[src/rtl/btf_pkg.sv]
// ----------------------------------------------------------------------------
// btf_pkg: shared types and constants of the BER-TLV tag finder
// Field widths, byte codes and the structs passed among the core, the parser
// and the level stack.
// ----------------------------------------------------------------------------
package btf_pkg;

   localparam int DEPTH_W       = 4;   // holds any nesting depth up to 15
   localparam int POS_W         = 17;
   localparam int LEN_W         = 16;
   localparam int TAG_W         = 32;
   localparam int BYTE_W        = 8;
   localparam int MAX_DEPTH_DEF = 8;

   // item kinds
   localparam logic ACT_START = 1'b0;
   localparam logic ACT_BYTE  = 1'b1;

   // BER-TLV byte codes
   localparam logic [BYTE_W-1:0] TAG_NUM_MASK = 8'h1F;
   localparam logic [BYTE_W-1:0] LEN_LONG_BIT = 8'h80;
   localparam logic [BYTE_W-1:0] LEN_CNT_MASK = 8'h7F;
   localparam logic [BYTE_W-1:0] CONSTR_BIT   = 8'h20;
   localparam logic [BYTE_W-1:0] PAD_ZERO     = 8'h00;
   localparam logic [BYTE_W-1:0] PAD_ONES     = 8'hFF;

   typedef struct packed {
      logic              action;
      logic [TAG_W-1:0]  target_tag;
      logic [LEN_W-1:0]  buffer_length;
      logic [BYTE_W-1:0] data_byte;
   } item_type;

   typedef struct packed {
      logic               we;
      logic [DEPTH_W-1:0] waddr;
      logic [POS_W-1:0]   wdata;
      logic [DEPTH_W-1:0] chk_depth;
      logic [POS_W-1:0]   chk_pos;
   } stk_req_type;

   typedef struct packed {
      logic               keep;        // some open level does not end here
      logic [DEPTH_W-1:0] keep_depth;  // deepest such level
   } stk_rsp_type;

   typedef struct packed {
      logic             valid;
      logic             found;
      logic [LEN_W-1:0] offset;
      logic [LEN_W-1:0] length;
   } result_type;

endpackage

[src/rtl/ber_tlv_tag_finder_core.sv]
// ----------------------------------------------------------------------------
// ber_tlv_tag_finder_core: streamed BER-TLV tag search
// Input item register, parser, level stack and result register.
// ----------------------------------------------------------------------------
// Usage:
//  - req_ channel: an item with req_action = 0 starts a search for
//    req_target_tag over a buffer of req_buffer_length bytes; items with
//    req_action = 1 then carry the buffer bytes in req_data_byte, in order.
//  - rsp_ channel: one item per search, found with the value's offset and
//    length, or not found (offset and length zero). An empty buffer gives
//    its not-found item right from the start item.
//  - Path: the deciding item is held in the input register, and its result
//    is then loaded into the result register that drives rsp_valid.
//  - Throughput: one item per cycle unless an item that gives a result waits
//    on a busy output (see Stall). The per-byte work is the header decode
//    plus one end compare per open level, all done within the parse step.
//  - Stall: while a result waits on rsp_ready, items that give no result
//    keep flowing; an item that would give a second result waits in the
//    input register until the waiting result is taken (it may step in the
//    same cycle that rsp_ready takes the old one).
//  - Reset: clears the channels and leaves no search active; bytes that
//    arrive with no search active are taken and dropped.
// ----------------------------------------------------------------------------
module ber_tlv_tag_finder_core #(
   parameter int MAX_DEPTH = btf_pkg::MAX_DEPTH_DEF
) (
   input  logic                         clock,
   input  logic                         reset,
   input  logic                         req_valid,
   output logic                         req_ready,
   input  logic                         req_action,
   input  logic [btf_pkg::TAG_W-1:0]    req_target_tag,
   input  logic [btf_pkg::LEN_W-1:0]    req_buffer_length,
   input  logic [btf_pkg::BYTE_W-1:0]   req_data_byte,
   output logic                         rsp_valid,
   input  logic                         rsp_ready,
   output logic                         rsp_found,
   output logic [btf_pkg::LEN_W-1:0]    rsp_value_offset,
   output logic [btf_pkg::LEN_W-1:0]    rsp_value_length
);
   import btf_pkg::*;

   logic               in_v_ff, in_v_in;
   item_type           in_item_ff;
   logic               rsp_valid_ff, rsp_valid_in;
   result_type         rsp_res_ff;
   logic               step_en;
   result_type         res;
   stk_req_type        stk_req;
   stk_rsp_type        stk_rsp;
   logic [DEPTH_W-1:0] rd_depth;
   logic [POS_W-1:0]   cur_end;

   // the held item steps unless it makes a result while one is still waiting
   assign step_en   = in_v_ff && !(res.valid && rsp_valid_ff && !rsp_ready);
   assign req_ready = !in_v_ff || step_en;

   always_comb begin
      in_v_in = in_v_ff;
      if (req_valid && req_ready) begin
         in_v_in = 1'b1;
      end else if (step_en) begin
         in_v_in = 1'b0;
      end
      rsp_valid_in = rsp_valid_ff;
      if (step_en && res.valid) begin
         rsp_valid_in = 1'b1;
      end else if (rsp_ready) begin
         rsp_valid_in = 1'b0;
      end
   end

   always_ff @(posedge clock) begin
      if (reset) begin
         in_v_ff      <= 1'b0;
         rsp_valid_ff <= 1'b0;
      end else begin
         in_v_ff      <= in_v_in;
         rsp_valid_ff <= rsp_valid_in;
      end
   end

   // payload registers
   always_ff @(posedge clock) begin
      if (req_valid && req_ready) begin
         in_item_ff.action        <= req_action;
         in_item_ff.target_tag    <= req_target_tag;
         in_item_ff.buffer_length <= req_buffer_length;
         in_item_ff.data_byte     <= req_data_byte;
      end
      if (step_en && res.valid) begin
         rsp_res_ff <= res;
      end
   end

   btf_parser #(.MAX_DEPTH(MAX_DEPTH)) u_parser (
      .clock   (clock),
      .reset   (reset),
      .step_en (step_en),
      .item    (in_item_ff),
      .cur_end (cur_end),
      .stk_rsp (stk_rsp),
      .stk_req (stk_req),
      .rd_depth(rd_depth),
      .res     (res)
   );

   btf_level_stack #(.MAX_DEPTH(MAX_DEPTH)) u_stack (
      .clock   (clock),
      .step_en (step_en),
      .stk_req (stk_req),
      .rd_depth(rd_depth),
      .cur_end (cur_end),
      .stk_rsp (stk_rsp)
   );

   assign rsp_valid        = rsp_valid_ff;
   assign rsp_found        = rsp_res_ff.found;
   assign rsp_value_offset = rsp_res_ff.offset;
   assign rsp_value_length = rsp_res_ff.length;

   a_hold_on_busy: assert property (@(posedge clock) disable iff (reset)
      (in_v_ff && res.valid && rsp_valid_ff && !rsp_ready) |=>
         in_v_ff && $stable(in_item_ff))
      else $error("item with a result dropped while output busy");

   a_result_loaded: assert property (@(posedge clock) disable iff (reset)
      (step_en && res.valid) |=> rsp_valid_ff)
      else $error("result lost on the way to the output register");

endmodule

[src/rtl/btf_level_stack.sv]
// ----------------------------------------------------------------------------
// btf_level_stack: end offsets of the open nesting levels
// At most one write per item; per-level compares against the new position find the
// deepest level that stays open.
// ----------------------------------------------------------------------------
module btf_level_stack #(
   parameter int MAX_DEPTH = btf_pkg::MAX_DEPTH_DEF
) (
   input  logic                         clock,
   input  logic                         step_en,
   input  btf_pkg::stk_req_type         stk_req,
   input  logic [btf_pkg::DEPTH_W-1:0]  rd_depth,
   output logic [btf_pkg::POS_W-1:0]    cur_end,
   output btf_pkg::stk_rsp_type         stk_rsp
);
   import btf_pkg::*;

   localparam int NUM_LVL = MAX_DEPTH + 1;
   localparam int IDX_W   = $clog2(NUM_LVL);

   logic [POS_W-1:0]   lvl_end_ff [NUM_LVL];
   logic [POS_W-1:0]   eff_end    [NUM_LVL];
   logic [NUM_LVL-1:0] open_ne;

   // write only when the item really steps
   always_ff @(posedge clock) begin
      if (step_en && stk_req.we) begin
         lvl_end_ff[stk_req.waddr[IDX_W-1:0]] <= stk_req.wdata;
      end
   end

   assign cur_end = lvl_end_ff[rd_depth[IDX_W-1:0]];

   // a level written by this item is compared with its new end
   always_comb begin
      for (int k = 0; k < NUM_LVL; k++) begin
         eff_end[k] = (stk_req.we && stk_req.waddr == DEPTH_W'(k)) ? stk_req.wdata
                                                                  : lvl_end_ff[k];
         open_ne[k] = (eff_end[k] != stk_req.chk_pos) &&
                      (DEPTH_W'(k) <= stk_req.chk_depth);
      end
   end

   always_comb begin
      stk_rsp = '0;
      for (int k = 0; k < NUM_LVL; k++) begin
         if (open_ne[k]) begin
            stk_rsp.keep       = 1'b1;
            stk_rsp.keep_depth = DEPTH_W'(k);
         end
      end
   end

endmodule

[src/rtl/btf_parser.sv]
// ----------------------------------------------------------------------------
// btf_parser: per-byte BER-TLV parse state and result decision
// Takes one item per enabled cycle: header decode, then level-end unwinding.
// ----------------------------------------------------------------------------
module btf_parser #(
   parameter int MAX_DEPTH = btf_pkg::MAX_DEPTH_DEF
) (
   input  logic                         clock,
   input  logic                         reset,
   input  logic                         step_en,
   input  btf_pkg::item_type            item,
   input  logic [btf_pkg::POS_W-1:0]    cur_end,
   input  btf_pkg::stk_rsp_type         stk_rsp,
   output btf_pkg::stk_req_type         stk_req,
   output logic [btf_pkg::DEPTH_W-1:0]  rd_depth,
   output btf_pkg::result_type          res
);
   import btf_pkg::*;

   typedef enum logic [2:0] {
      PH_IDLE, PH_OBJ, PH_TAG, PH_LEN1, PH_LENN, PH_SKIP, PH_FAULT
   } phase_type;

   phase_type          phase_ff, phase_in, s_phase;
   logic [TAG_W-1:0]   sought_ff, sought_in, s_sought;
   logic [POS_W-1:0]   pos_ff, pos_in, s_pos;
   logic [DEPTH_W-1:0] depth_ff, depth_in, s_depth;
   logic [TAG_W-1:0]   tag_ff, tag_in, s_tag;
   logic               cons_ff, cons_in, s_cons;
   logic [1:0]         lbl_ff, lbl_in, s_lbl;
   logic [LEN_W-1:0]   lacc_ff, lacc_in, s_lacc;
   result_type         s_res;

   logic               hdr_go, flt_go, at_end;
   logic [LEN_W-1:0]   hdr_len;
   logic [POS_W:0]     end_sum;
   logic [BYTE_W-1:0]  b, lcnt;

   assign b        = item.data_byte;
   assign lcnt     = item.data_byte & LEN_CNT_MASK;
   assign rd_depth = depth_ff;

   // start items, byte decode and header completion
   always_comb begin
      s_sought = sought_ff;
      s_pos    = pos_ff;
      s_depth  = depth_ff;
      s_phase  = phase_ff;
      s_tag    = tag_ff;
      s_cons   = cons_ff;
      s_lbl    = lbl_ff;
      s_lacc   = lacc_ff;
      s_res    = '0;
      stk_req  = '0;
      hdr_go   = 1'b0;
      hdr_len  = '0;
      flt_go   = 1'b0;
      end_sum  = '0;
      if (item.action == ACT_START) begin
         s_sought      = item.target_tag;
         s_pos         = '0;
         s_depth       = '0;
         s_phase       = PH_OBJ;
         s_tag         = '0;
         s_cons        = 1'b0;
         s_lbl         = '0;
         s_lacc        = '0;
         stk_req.we    = 1'b1;
         stk_req.waddr = '0;
         stk_req.wdata = {1'b0, item.buffer_length};
      end else if (phase_ff != PH_IDLE) begin
         s_pos = pos_ff + 1'b1;
         case (phase_ff)
            PH_OBJ: begin
               if (!(b inside {PAD_ZERO, PAD_ONES})) begin
                  s_tag   = {{(TAG_W-BYTE_W){1'b0}}, b};
                  s_cons  = (b & CONSTR_BIT) != '0;
                  s_phase = ((b & TAG_NUM_MASK) == TAG_NUM_MASK) ? PH_TAG : PH_LEN1;
               end
            end
            PH_TAG: begin
               s_tag = {tag_ff[TAG_W-BYTE_W-1:0], b};
               if ((b & LEN_LONG_BIT) == '0) begin
                  s_phase = PH_LEN1;
               end
            end
            PH_LEN1: begin
               if ((b & LEN_LONG_BIT) == '0) begin
                  hdr_go  = 1'b1;
                  hdr_len = {{(LEN_W-BYTE_W){1'b0}}, b};
               end else if (lcnt == '0 || lcnt > 8'd2) begin
                  flt_go = 1'b1;
               end else begin
                  s_lbl   = lcnt[1:0];
                  s_lacc  = '0;
                  s_phase = PH_LENN;
               end
            end
            PH_LENN: begin
               s_lacc = {lacc_ff[LEN_W-BYTE_W-1:0], b};
               s_lbl  = lbl_ff - 1'b1;
               if (s_lbl == 2'd0) begin
                  hdr_go  = 1'b1;
                  hdr_len = s_lacc;
               end
            end
            PH_SKIP: begin
               s_lacc = lacc_ff - 1'b1;
               if (s_lacc == '0) begin
                  s_phase = PH_OBJ;
               end
            end
            default: begin
            end
         endcase
         end_sum = {1'b0, s_pos} + {{(POS_W+1-LEN_W){1'b0}}, hdr_len};
         if (hdr_go) begin
            if (end_sum > {1'b0, cur_end}) begin
               flt_go = 1'b1;
            end else if (tag_ff == sought_ff) begin
               s_phase      = PH_IDLE;
               s_res.valid  = 1'b1;
               s_res.found  = 1'b1;
               s_res.offset = s_pos[LEN_W-1:0];
               s_res.length = hdr_len;
            end else if (cons_ff && depth_ff < DEPTH_W'(MAX_DEPTH)) begin
               s_depth       = depth_ff + 1'b1;
               s_phase       = PH_OBJ;
               stk_req.we    = 1'b1;
               stk_req.waddr = depth_ff + 1'b1;
               stk_req.wdata = end_sum[POS_W-1:0];
            end else if (hdr_len != '0) begin
               s_lacc  = hdr_len;
               s_phase = PH_SKIP;
            end else begin
               s_phase = PH_OBJ;
            end
         end
         if (flt_go) begin
            if (depth_ff == '0) begin
               s_phase     = PH_IDLE;
               s_res.valid = 1'b1;
            end else begin
               s_phase = PH_FAULT;
            end
         end
      end
      stk_req.chk_pos   = s_pos;
      stk_req.chk_depth = s_depth;
   end

   // level ends reached at the new position: unwind to the deepest open level, or end the search not found if none
   always_comb begin
      sought_in = s_sought;
      pos_in    = s_pos;
      depth_in  = s_depth;
      phase_in  = s_phase;
      tag_in    = s_tag;
      cons_in   = s_cons;
      lbl_in    = s_lbl;
      lacc_in   = s_lacc;
      res       = s_res;
      at_end    = !(stk_rsp.keep && stk_rsp.keep_depth == s_depth);
      if (at_end && (s_phase inside {PH_OBJ, PH_FAULT, PH_TAG, PH_LEN1, PH_LENN})) begin
         if (((s_phase inside {PH_TAG, PH_LEN1, PH_LENN}) && s_depth == '0) ||
             !stk_rsp.keep) begin
            phase_in  = PH_IDLE;
            res       = '0;
            res.valid = 1'b1;
         end else begin
            depth_in = stk_rsp.keep_depth;
            phase_in = PH_OBJ;
         end
      end
   end

   always_ff @(posedge clock) begin
      if (reset) begin
         phase_ff  <= PH_IDLE;
         sought_ff <= '0;
         pos_ff    <= '0;
         depth_ff  <= '0;
         tag_ff    <= '0;
         cons_ff   <= 1'b0;
         lbl_ff    <= '0;
         lacc_ff   <= '0;
      end else if (step_en) begin
         phase_ff  <= phase_in;
         sought_ff <= sought_in;
         pos_ff    <= pos_in;
         depth_ff  <= depth_in;
         tag_ff    <= tag_in;
         cons_ff   <= cons_in;
         lbl_ff    <= lbl_in;
         lacc_ff   <= lacc_in;
      end
   end

   a_depth_range: assert property (@(posedge clock) disable iff (reset)
      depth_ff <= DEPTH_W'(MAX_DEPTH))
      else $error("nesting depth beyond limit");

   a_idle_byte: assert property (@(posedge clock) disable iff (reset)
      (step_en && item.action == ACT_BYTE && phase_ff == PH_IDLE) |=>
         (phase_ff == PH_IDLE) && $stable(pos_ff))
      else $error("byte changed state with no search active");

   a_result_ends: assert property (@(posedge clock) disable iff (reset)
      (step_en && res.valid) |=> phase_ff == PH_IDLE)
      else $error("search still active after its result");

endmodule
[config.mk]
export PLATFORM = sky130hd
export DESIGN_NAME = ber_tlv_tag_finder_core
export DESIGN_NICKNAME = d
export VERILOG_FILES = /design/src/rtl/btf_pkg.sv /design/src/rtl/ber_tlv_tag_finder_core.sv /design/src/rtl/btf_level_stack.sv /design/src/rtl/btf_parser.sv
export SDC_FILE = /design/constraint.sdc
export NUM_CORES = 1
export LEC_CHECK = 0
export ABC_CLOCK_PERIOD_IN_PS = 10710
export BUFFER_PORTS_ARGS = -buffer_cell sky130_fd_sc_hd__buf_2
export CAP_MARGIN = 20
export CORE_UTILIZATION = 50
export CTS_CLUSTER_DIAMETER = 150
export CTS_CLUSTER_SIZE = 8
export DETAILED_ROUTE_END_ITERATION = 7
export PLACE_DENSITY = 0.75
export SLEW_MARGIN = 20
export SYNTH_ARGS = -nofsm -noshare
export SYNTH_HDL_FRONTEND = slang
export SYNTH_HIERARCHICAL = 1
export SYNTH_SLANG_ARGS = --single-unit
export TNS_END_PERCENT = 10
[constraint.sdc]
create_clock -name clock -period 10.71 [get_ports clock]
set_input_delay 2.142 -clock clock [delete_from_list [all_inputs] [get_ports clock]]
set_output_delay 2.142 -clock clock [all_outputs]
set_load 0.03 [all_outputs]
Yosys cells after proc, flatten, opt, wreduce, memory -nomap -nowiden
Memories as Yosys holds them, arrays and structs flattened. A register that Yosys moved wholly into a read port is not among the register bits.
Index checks and enable logic that the tools add are counted.
Widths: inputs -> output; s select.
{"block": "totals", "wordCells": 240, "inputBits": 61, "ff_bits": 199, "ram_bits": 153, "n_memories": 1, "out_inout_bits": 35}
{"name": "u_stack.lvl_end_ff", "depth": 9, "width": 17, "read_ports": 10, "rd_ports_with_merged_regs": 1, "write_ports": 1, "line": "btf_level_stack.sv:21", "rtl": "logic [POS_W-1:0] lvl_end_ff [NUM_LVL];"}
{"block": "classes", "n_addsub": 5, "order_cmp": 12, "n_eq_ne": 39, "bitwise_logic": 1, "muxes": 109, "n_reduce_logical": 56}
{"operator": "$mux 34", "count": 7}
{"operator": "$mux 16", "count": 12}
{"operator": "$mux 17", "count": 11}
{"operator": "$ne 17x17->1", "count": 9}
{"operator": "$mux 22", "count": 6}
{"operator": "$mux 32", "count": 3}
{"operator": "$pmux 32 s2", "count": 1}
{"operator": "$pmux 16 s3", "count": 1}
{"operator": "$mux 3", "count": 15}
{"operator": "$mux 5", "count": 9}
{"operator": "$mux 4", "count": 10}
{"operator": "$eq 32x32->1", "count": 1}
{"operator": "$pmux 16 s2", "count": 1}
{"operator": "$logic_and 1x1->1", "count": 28}
{"operator": "$mux 1", "count": 25}
{"operator": "$logic_not 8->1", "count": 3}
{"operator": "$add 17x16->18", "count": 1}
{"operator": "$gt 18x17->1", "count": 1}
{"operator": "$add 17x1->17 const B", "count": 1}
{"operator": "$eq 4x3->1 const B", "count": 4}
{"operator": "$le 3x4->1 const A", "count": 4}
{"operator": "$logic_not 16->1", "count": 1}
{"operator": "$reduce_bool 16->1", "count": 1}
{"operator": "$sub 16x1->16 const B", "count": 1}
{"operator": "other kinds (36)", "count": 66}

Logic depth before layout (Yosys ltp)
Gate-level depths: netlist of run 1.
{"block": "depth", "ltp_word": 39, "depth_mapped": 53}

Cells and area by module
Netlist of run 1, hierarchy kept.
{"module": "btf_level_stack", "area_per_inst_um2": 14098.5, "seq_area_each_um2": 8167.8, "cells_per_inst": 964, "instances": 1}
{"module": "btf_parser", "area_per_inst_um2": 8230.4, "seq_area_each_um2": 2142.1, "cells_per_inst": 1149, "instances": 1}
{"module": "ber_tlv_tag_finder_core", "area_per_inst_um2": 2806.4, "seq_area_each_um2": 2742.6, "cells_per_inst": 102, "instances": 1}

Worst setup path before layout of run 1
OpenSTA, ideal clock, no wires.
{"block": "synth_path", "path_kind": "flip-flop to output port", "from": "register u_parser.lbl_ff[1]", "to": "output req_ready", "slack_ns": -1.009, "t_arrival_ns": 9.577, "stages_incl_launch_ff": 45, "required_ns": 8.568, "n_path_buf": 3, "cell_sequence": "dfxtp_1 inv_1 ha_1 nor4bb_1 clkbuf_1 a21o_1 clkbuf_1 nand2_1 inv_1 ha_1 fa_1 a21o_1 a21oi_1 o21bai_1 a21o_1 a21oi_1 inv_1 a21oi_1 (+9 left out) o21ai_0 xor2_1 or4_1 a2111oi_1 a21oi_1 a2111o_1 o41ai_2 a211oi_1 a211oi_1 mux2i_1 or2_2 a221o_1 a221oi_1 o2111ai_2 o211a_1 o21ai_0 o21ai_0 nand4b_2"}
{"element": "start, declared", "line": "btf_parser.sv:30", "rtl": "logic [1:0] lbl_ff, lbl_in, s_lbl;"}
{"element": "start signal, assigned", "line": "btf_parser.sv:194", "rtl": "lbl_ff <= lbl_in;"}
{"element": "end, declared", "line": "ber_tlv_tag_finder_core.sv:30", "rtl": "output logic req_ready,"}

==> results of run 1 <==
==> per-layer routing <==
layer | routed length, um | vias to the layer above | GRT usage, % | part of all wire (%)
met3 | 7960 | 281 | 7.62 | 8.5
met2 | 43900 | 1188 | 60.0 | 47
met1 | 36400 | 10375 | 47.3 | 39
met4 | 5570 | 4 | 19.7 | 5.9
met5 | 26 | - | 0 | 0.028
li1 | - | 9230 | - | -
==> how the worst min path moves through the flow <==
| stage | start | endpoint | slack, ns | depth (start not counted) |
|---|---|---|---|---|
| 2_1_floorplan | u_parser/tag_ff[24] | u_parser/tag_ff[24] | 0.44 | 2 |
| 3_5_place_dp | u_parser/tag_ff[30] | u_parser/tag_ff[30] | 0.46 | 2 |
| 6_report | u_parser/tag_ff[25] | u_parser/tag_ff[25] | 0.47 | 2 |
| 5_1_grt | u_parser/sought_ff[5] | u_parser/sought_ff[5] | 0.48 | 2 |
| 3_3_place_gp | u_parser/tag_ff[26] | u_parser/tag_ff[26] | 0.45 | 2 |
| 4_1_cts | u_parser/tag_ff[25] | u_parser/tag_ff[25] | 0.47 | 2 |
==> final cells by class <==
type | count | area [um^2] | area share (%)
Clock buffer | 102 | 1830 | 5.65
Clock inverter | 7 | 189 | 0.584
Inverter | 84 | 315 | 0.975
Multi-Input combinational cell | 1526 | 11800 | 36.4
Sequential cell | 471 | 13100 | 40.4
Tap cell | 664 | 831 | 2.57
Timing Repair Buffer | 544 | 4340 | 13.4
==> cell usage in the layout, fill, tap and decap left out, types with 46 or more instances in the layout <==
cell / n
buf_4: 403
edfxtp_1: 362
nand2_1: 199
nor2_1: 154
a21oi_1: 117
dfxtp_1: 106
buf_2: 93
xor2_1: 93
nand3_1: 86
xnor2_1: 86
mux4_2: 85
inv_1: 83
clkbuf_16: 68
o21ai_0: 63
mux2i_1: 50
nor2b_1: 46
==> stage by stage <==
stage / instance area, um^2 / hold slack, ns / power [mW] / std cells / setup slack, ns
6_report: 32300 / 0.466 / 4.52 / 3398 / -0.615
5_1_grt: 32300 / 0.483 / 4.63 / 3398 / -0.987
4_1_cts: 32300 / 0.467 / 4.53 / 3398 / -0.415
3_5_place_dp: 29500 / 0.460 / 2.49 / 3260 / -1.04
3_3_place_gp: 29500 / 0.454 / 2.49 / 3260 / -0.809
2_1_floorplan: 25200 / 0.443 / 2.27 / 2215 / -0.380
==> worst max-delay path: cells and delay by family (launching register included) <==
kind	cells	cell delay, ns
xor gates and xnor gates	2	0.25
DFF	1	0.32
AOI/OAI and AO/OA	19	4.01
adders and majority gates	3	0.89
and+or+nand+nor	9	1.61
buffers and inverters	9	1.12
muxes	2	0.33
==> cell usage after synthesis, types with 9 or more instances <==
master | count | area, um^2
o21ai_0 | 82 | 410
o22ai_1 | 14 | 87.6
nor4_1 | 36 | 225
a221oi_1 | 9 | 78.8
a211oi_1 | 16 | 120
mux2i_1 | 52 | 521
or2_2 | 9 | 56.3
o211ai_1 | 12 | 90.1
edfxtp_1 | 362 | 10900
dfxtp_1 | 109 | 2180
a31oi_1 | 9 | 56.3
nor2b_1 | 49 | 307
ha_1 | 40 | 500
nand2_1 | 201 | 754
a22oi_1 | 20 | 150
a21o_1 | 9 | 67.6
nand3_1 | 88 | 440
nor2_1 | 165 | 619
nor3_1 | 38 | 190
mux4_2 | 85 | 1910
or3_1 | 12 | 75.1
inv_1 | 83 | 312
xnor2_1 | 90 | 788
a21oi_1 | 122 | 611
clkbuf_1 | 84 | 315
nand4_1 | 30 | 188
xor2_1 | 96 | 841
and2_1 | 34 | 213
nand2b_1 | 18 | 113
buf_1 | 24 | 90.1
and3_1 | 18 | 113
o2111ai_1 | 9 | 78.8
buf_2 | 19 | 95.1
==> timing repair <==
item                       CTS  global route
setup buffers               30             0
setup endpoints to repair  265             1
hold endpoints to repair     0             0
gates cloned                 2             0
pin swaps                   49             4
gates resized for setup    113            16
==> flip-flops by register name (all words and copies together) (netlist names) <==
name,flops
u_parser/phase_ff,3
u_parser/lbl_ff,2
u_parser/lacc_ff,16
u_parser/sought_ff,32
rsp_value_offset,16
in_item_ff,57
u_parser/pos_ff,17
u_parser/rd_depth,4
in_v_ff,1
u_parser/cons_ff,1
rsp_found,1
u_parser/tag_ff,32
rsp_value_length,16
rsp_valid,1
u_stack/lvl_end_ff,272
==> where the power goes <==
group          switching (mW)  internal [mW]
clock                   0.835           1.19
combinational           0.279          0.192
sequential             0.0175           2.00
total                    1.13           3.38
==> cells by family after synthesis <==
| kind of cell | share of synthesized area, % |
|---|---|
| DFF | 51.9 |
| and+or+nand+nor | 14.8 |
| muxes | 9.91 |
| xor gates and xnor gates | 6.48 |
| adders and majority gates | 2.07 |
| buffers and inverters | 3.58 |
| AOI/OAI and AO/OA | 11.2 |
==> key figures, run 1 <==
Status
  • Failing checks: setup timing
  • Status: finished with violations

Layout
  • Final nets: roughly 2,800
  • Fillers: approximately 3,700
  • Post-layout utilization of the core: 65.7%
  • Share of cells above drive strength 1: ~31%
  • Layout Area Growth over Synthesis: 28.7%
  • # diodes: 0

STA
  • Final min period: 11.33 ns
  • Fin Setup TNS: -0.615 ns
  • Setup ws final: -0.615 ns
  • RSZ-0062 raised after global routing: true
  • Period utilization: 106%
  • Clk_skew: 0.0343 ns
  • Fin. Hold Viols: 0
  • F_max: 88.3 MHz
  • Relative slew slack: 23.8%
  • Slew at the pin closest to its max-slew limit: 1.14 ns
  • Slew Viols, Final: 0
  • Endpoints failing setup: 1

Floorplanning
  • Die H: 226 um
  • DIE AREA: 51,200 um^2
  • Core ar.: 49,300 um^2
  • Cell row count: 81
  • Die W: 226 um
  • I/O pins: 96
  • Starting density of the core: about half

Routing
  • Post-Route WL: 93,900 um
  • ANT nets after route: 0
  • First-pass detailed-route iteration total: 8
  • DRT iter0 DRCs: 2,389
  • Via Count: approximately 21,000
  • Drt via density: 6.20
  • Post-route DRC violation count: 0
  • DR WL/cell: between 20 and 30 um

Global route
  • Largest net degree at the start of global routing: about 100
  • Vias in the first global route: 21,077
  • Gr ovfl total: 0
  • Tot GR Track Use: 37.3%
  • Antenna violations before repair: 3
  • First-pass GRT wire length: 137,000 um

Worst setup path
  • CP max stage delay: 0.52 ns
  • Critical R2R Capture: u_stack/lvl_end_ff[15][13]
  • CP Class: register to primary output
  • Critical path startpoint: u_parser/lbl_ff[1]
  • Origin of the critical flop-to-flop path: u_parser/lbl_ff[1]
  • Register-to-register setup slack: 0.60 ns
  • Endpoint type of the worst setup path: primary output
  • Worst setup SP type: register
  • Cells on worst reg2reg path: 50
  • Critical Path Fanout Max: 6
  • Slowest CP cell: o41a_1
  • Crit path to: req_ready
  • Crit path DAT: 9.18 ns
  • CP required: between 8 and 9 ns

Logic synthesis
  • Synth Instances: 2,215
  • Synth Warn #: 6
  • Predominant post-synthesis flop cell: edfxtp_1
  • Post-synthesis cell area: 25,100 um^2
  • Syn Area/Cell: 11.3 um^2
  • Fraction of registers with async set or reset after synthesis: 0%
  • Post-synthesis sequential area ratio: about half
  • Count of cell types in the netlist: 98
  • Seq cells post-synth: 471
  • Post-synth EDFFs: 362
  • Post-Syn Nets: 2,317

Clocking
  • CTS Root Cell: clkbuf_16
  • Worst-Skew Late Latency: 0.62 ns
  • Clock slew at reported path FFs: around 0.050 ns
  • H-tree Lvls: 3
  • Clock Path Buffers: 3
  • CTS Buf Count: just under 70
  • TritonCTS clock tree: yes
  • CTS Sinks: 471
  • Hold-fix buffers, CTS: 0

Power
  • Worst vdd ir: 192 uV
  • PwrDens: 140 nW/um^2
  • Static Leak: 12.5 nW

Placement
  • Final HPWL DP: between 60,000 and 70,000 um
  • # port buffers: 95
  • GP Congestion: 1.05

Run
  • Max cap viols: 0

Min path
  • Worst Hold Class: register to register
Note: power is estimated with default switching activity, not from simulation.
==> run 2: changes to the inputs <==
Settings changed: REMOVE_ABC_BUFFERS set to 1.
==> key figures, run 2 (same netlist as run 1, synthesis figures left out) <==
Clocking
  • CTS Root Cell: clkbuf_16 (unchanged)
  • Clock slew at reported path FFs: 0.05 ns (about the same)
  • Clock Path Buffers: 3 (unchanged)
  • Hold-fix buffers, CTS: 0 (unchanged)
  • H-tree Lvls: 3 (unchanged)
  • CTS Sinks: 471 (unchanged)
  • TritonCTS clock tree: yes (unchanged)
  • CTS Buf Count: 68 (unchanged)
  • Worst-Skew Late Latency: 0.63 ns (was 0.62 ns)

STA
  • Slew at the pin closest to its max-slew limit: 1.12 ns (was 1.14 ns)
  • Endpoints failing setup: 1 (unchanged)
  • F_max: 88.3 MHz (about the same)
  • Slew Viols, Final: 0 (unchanged)
  • Final min period: 11.32 ns (was 11.33 ns)
  • WHS: 0.468 ns (was 0.466 ns)
  • Fin. Hold Viols: 0 (unchanged)
  • Setup ws final: -0.612 ns (was -0.615 ns)
  • Clk_skew: 0.0427 ns (was 0.0343 ns)
  • Fin Setup TNS: -0.612 ns (was -0.615 ns)
  • Relative slew slack: 24.8% (was 23.8%)
  • Period utilization: 106% (about the same)
  • RSZ-0062 raised after global routing: true (unchanged)

Layout
  • Layout Cells excl Fill: 3,375 (was 3,398)
  • # diodes: 0 (unchanged)
  • Final instance area: 32,200 um^2 (was 32,300 um^2)
  • Commonest non-fill, non-tap cell in the layout: buf_4 (unchanged)
  • Fillers: 3,717 (was 3,744)
  • Layout Area Growth over Synthesis: 28.0% (was 28.7%)
  • Post-layout utilization of the core: 65.3% (was 65.7%)
  • Commonest non-fill, non-tap cells in the layout: buf_4 (387), edfxtp_1 (362), nand2_1 (199), nor2_1 (158), a21oi_1 (116) (was buf_4 (403), edfxtp_1 (362), nand2_1 (199), nor2_1 (154), a21oi_1 (117))
  • Final nets: 2,780 (was 2,797)
  • Share of cells above drive strength 1: 30.6% (was 31.1%)
  • Number of flip-flops under the largest register name: 272 (unchanged)

Routing
  • Drt via density: 6.25 (was 6.20)
  • Via Count: 21,082 (was 21,078)
  • DR WL/cell: 27.1 um (was 27.6 um)
  • ANT nets after route: 0 (unchanged)
  • First-pass detailed-route iteration total: 6 (was 8)
  • Post-route DRC violation count: 0 (unchanged)
  • Post-Route WL: 91,500 um (was 93,900 um)
  • DRT iter0 DRCs: 2,458 (was 2,389)

Floorplanning
  • Core ar.: 49,300 um^2 (unchanged)
  • Die W: 226 um (unchanged)
  • Starting density of the core: 51.0% (unchanged)
  • DIE AREA: 51,200 um^2 (unchanged)
  • Cell row count: 81 (unchanged)
  • I/O pins: 96 (unchanged)
  • Die H: 226 um (unchanged)

Worst setup path
  • Critical path buffer and inverter count: 9 (unchanged)
  • Origin of the critical flop-to-flop path: u_parser/lbl_ff[1] (unchanged)
  • CP max stage delay: 0.60 ns (was 0.52 ns)
  • Critical R2R Capture: u_stack/lvl_end_ff[5][2] (was u_stack/lvl_end_ff[15][13])
  • Register-to-register setup slack: 0.84 ns (was 0.60 ns)
  • Endpoint type of the worst setup path: primary output (unchanged)
  • Crit path DAT: 9.18 ns (about the same)
  • Slowest CP cell: or4_1 (was o41a_1)
  • Delay-heaviest family, CP: compound AO/OA/AOI/OAI gates (unchanged)
  • Critical path startpoint: u_parser/lbl_ff[1] (unchanged)
  • CP Class: register to primary output (unchanged)
  • Worst setup SP type: register (unchanged)
  • Critical Path Stages: 44 (unchanged)
  • Cells on worst reg2reg path: 48 (was 50)
  • Critical Path Fanout Max: 7 (was 6)
  • Crit path to: req_ready (unchanged)
  • CP required: 8.57 ns (about the same)

Power
  • PwrDens: 140 nW/um^2 (about the same)
  • Worst vdd ir: 280 uV (was 192 uV)
  • Static Leak: 12.4 nW (was 12.5 nW)
  • Overall power: 4.49 mW (was 4.52 mW)

Global route
  • Gr ovfl total: 0 (unchanged)
  • Tot GR Track Use: 36.0% (was 37.3%)
  • First-pass GRT wire length: 133,000 um (was 137,000 um)
  • Vias in the first global route: 20,898 (was 21,077)
  • Antenna violations before repair: 1 (was 3)
  • Largest net degree at the start of global routing: 96 (was 101)

Status
  • Status: finished with violations (unchanged)
  • Failing checks: setup timing (unchanged)

Placement
  • Final HPWL DP: 67,100 um (was 69,700 um)
  • # port buffers: 95 (unchanged)
  • Post-place setup slack: -0.955 ns (was -1.04 ns)
  • Post-DP Area: 29,300 um^2 (was 29,500 um^2)
  • GP Congestion: 1.05 (about the same)
  • Cell count after placement: 3,240 (was 3,260)

Min path
  • Worst Hold Class: register to register (unchanged)

Run
  • Max cap viols: 0 (unchanged)
-- run 2: cell types whose count changed in the layout (fill, tap and decap cells not counted), moves of 3 or more --
cell / before / now
a22o_1: 2 / 8
a22o_4: 6 / 0
buf_4: 403 / 387
clkbuf_1: 34 / 28
nor2_1: 154 / 158
nor2_2: 10 / 6
nor4_1: 32 / 28
o221ai_1: 2 / 5
o221ai_2: 3 / 0
-- run 2: power breakdown --
part | internal (mW) | switching, mW
Sequential | 2.00 | 0.0191
Clock | 1.18 | 0.812
Combinational | 0.198 | 0.275
-- run 2: layout make-up --
type / count / area [um^2] / share of cell area, %
Clock buffer: 96 / 1810 / 5.62
Timing Repair Buffer: 527 / 4190 / 13.0
Sequential cell: 471 / 13100 / 40.6
Inverter: 84 / 315 / 0.980
Tap cell: 664 / 831 / 2.58
Clock inverter: 7 / 176 / 0.548
Multi-Input combinational cell: 1526 / 11800 / 36.6
-- run 2: worst register-to-register path: cells and delay by family, from the launching register on --
kind / cells / cell delay, ns
xor+xnor: 1 / 0.15
mux: 1 / 0.19
fa+ha+maj: 3 / 0.75
compound gates: 18 / 4.06
simple gates: 14 / 2.51
buf+inv: 11 / 1.57
flops: 1 / 0.34
-- run 2: what timing repair did --
item,4_1_cts,5_1_grt
pin swaps,36,41
setup buffers,13,16
gates cloned,2,1
setup endpoints to repair,193,1
gates resized for setup,69,56
-- run 2: worst min-delay path by stage --
stage | from | end | cells after the start
after floorplan | u_parser/tag_ff[24] | u_parser/tag_ff[24] | 2
after global placement | u_parser/tag_ff[27] | u_parser/tag_ff[27] | 2
after detailed placement | u_parser/sought_ff[18] | u_parser/sought_ff[18] | 2
after CTS | u_parser/tag_ff[6] | u_parser/tag_ff[14] | 2
after global routing | u_parser/sought_ff[8] | u_parser/sought_ff[8] | 2
final | u_parser/sought_ff[25] | u_parser/sought_ff[25] | 2
-- run 2: per-layer routing --
metal  track usage, %  wire (um)  share of wire [%]  up-vias
li1                 -          -                  -     9205
met1             45.6      34700                 38    10415
met2             59.1      43600                 48     1205
met3             7.33       8520                9.3      257
met4             17.2       4750                5.2        0
met5                0          0                  0        -
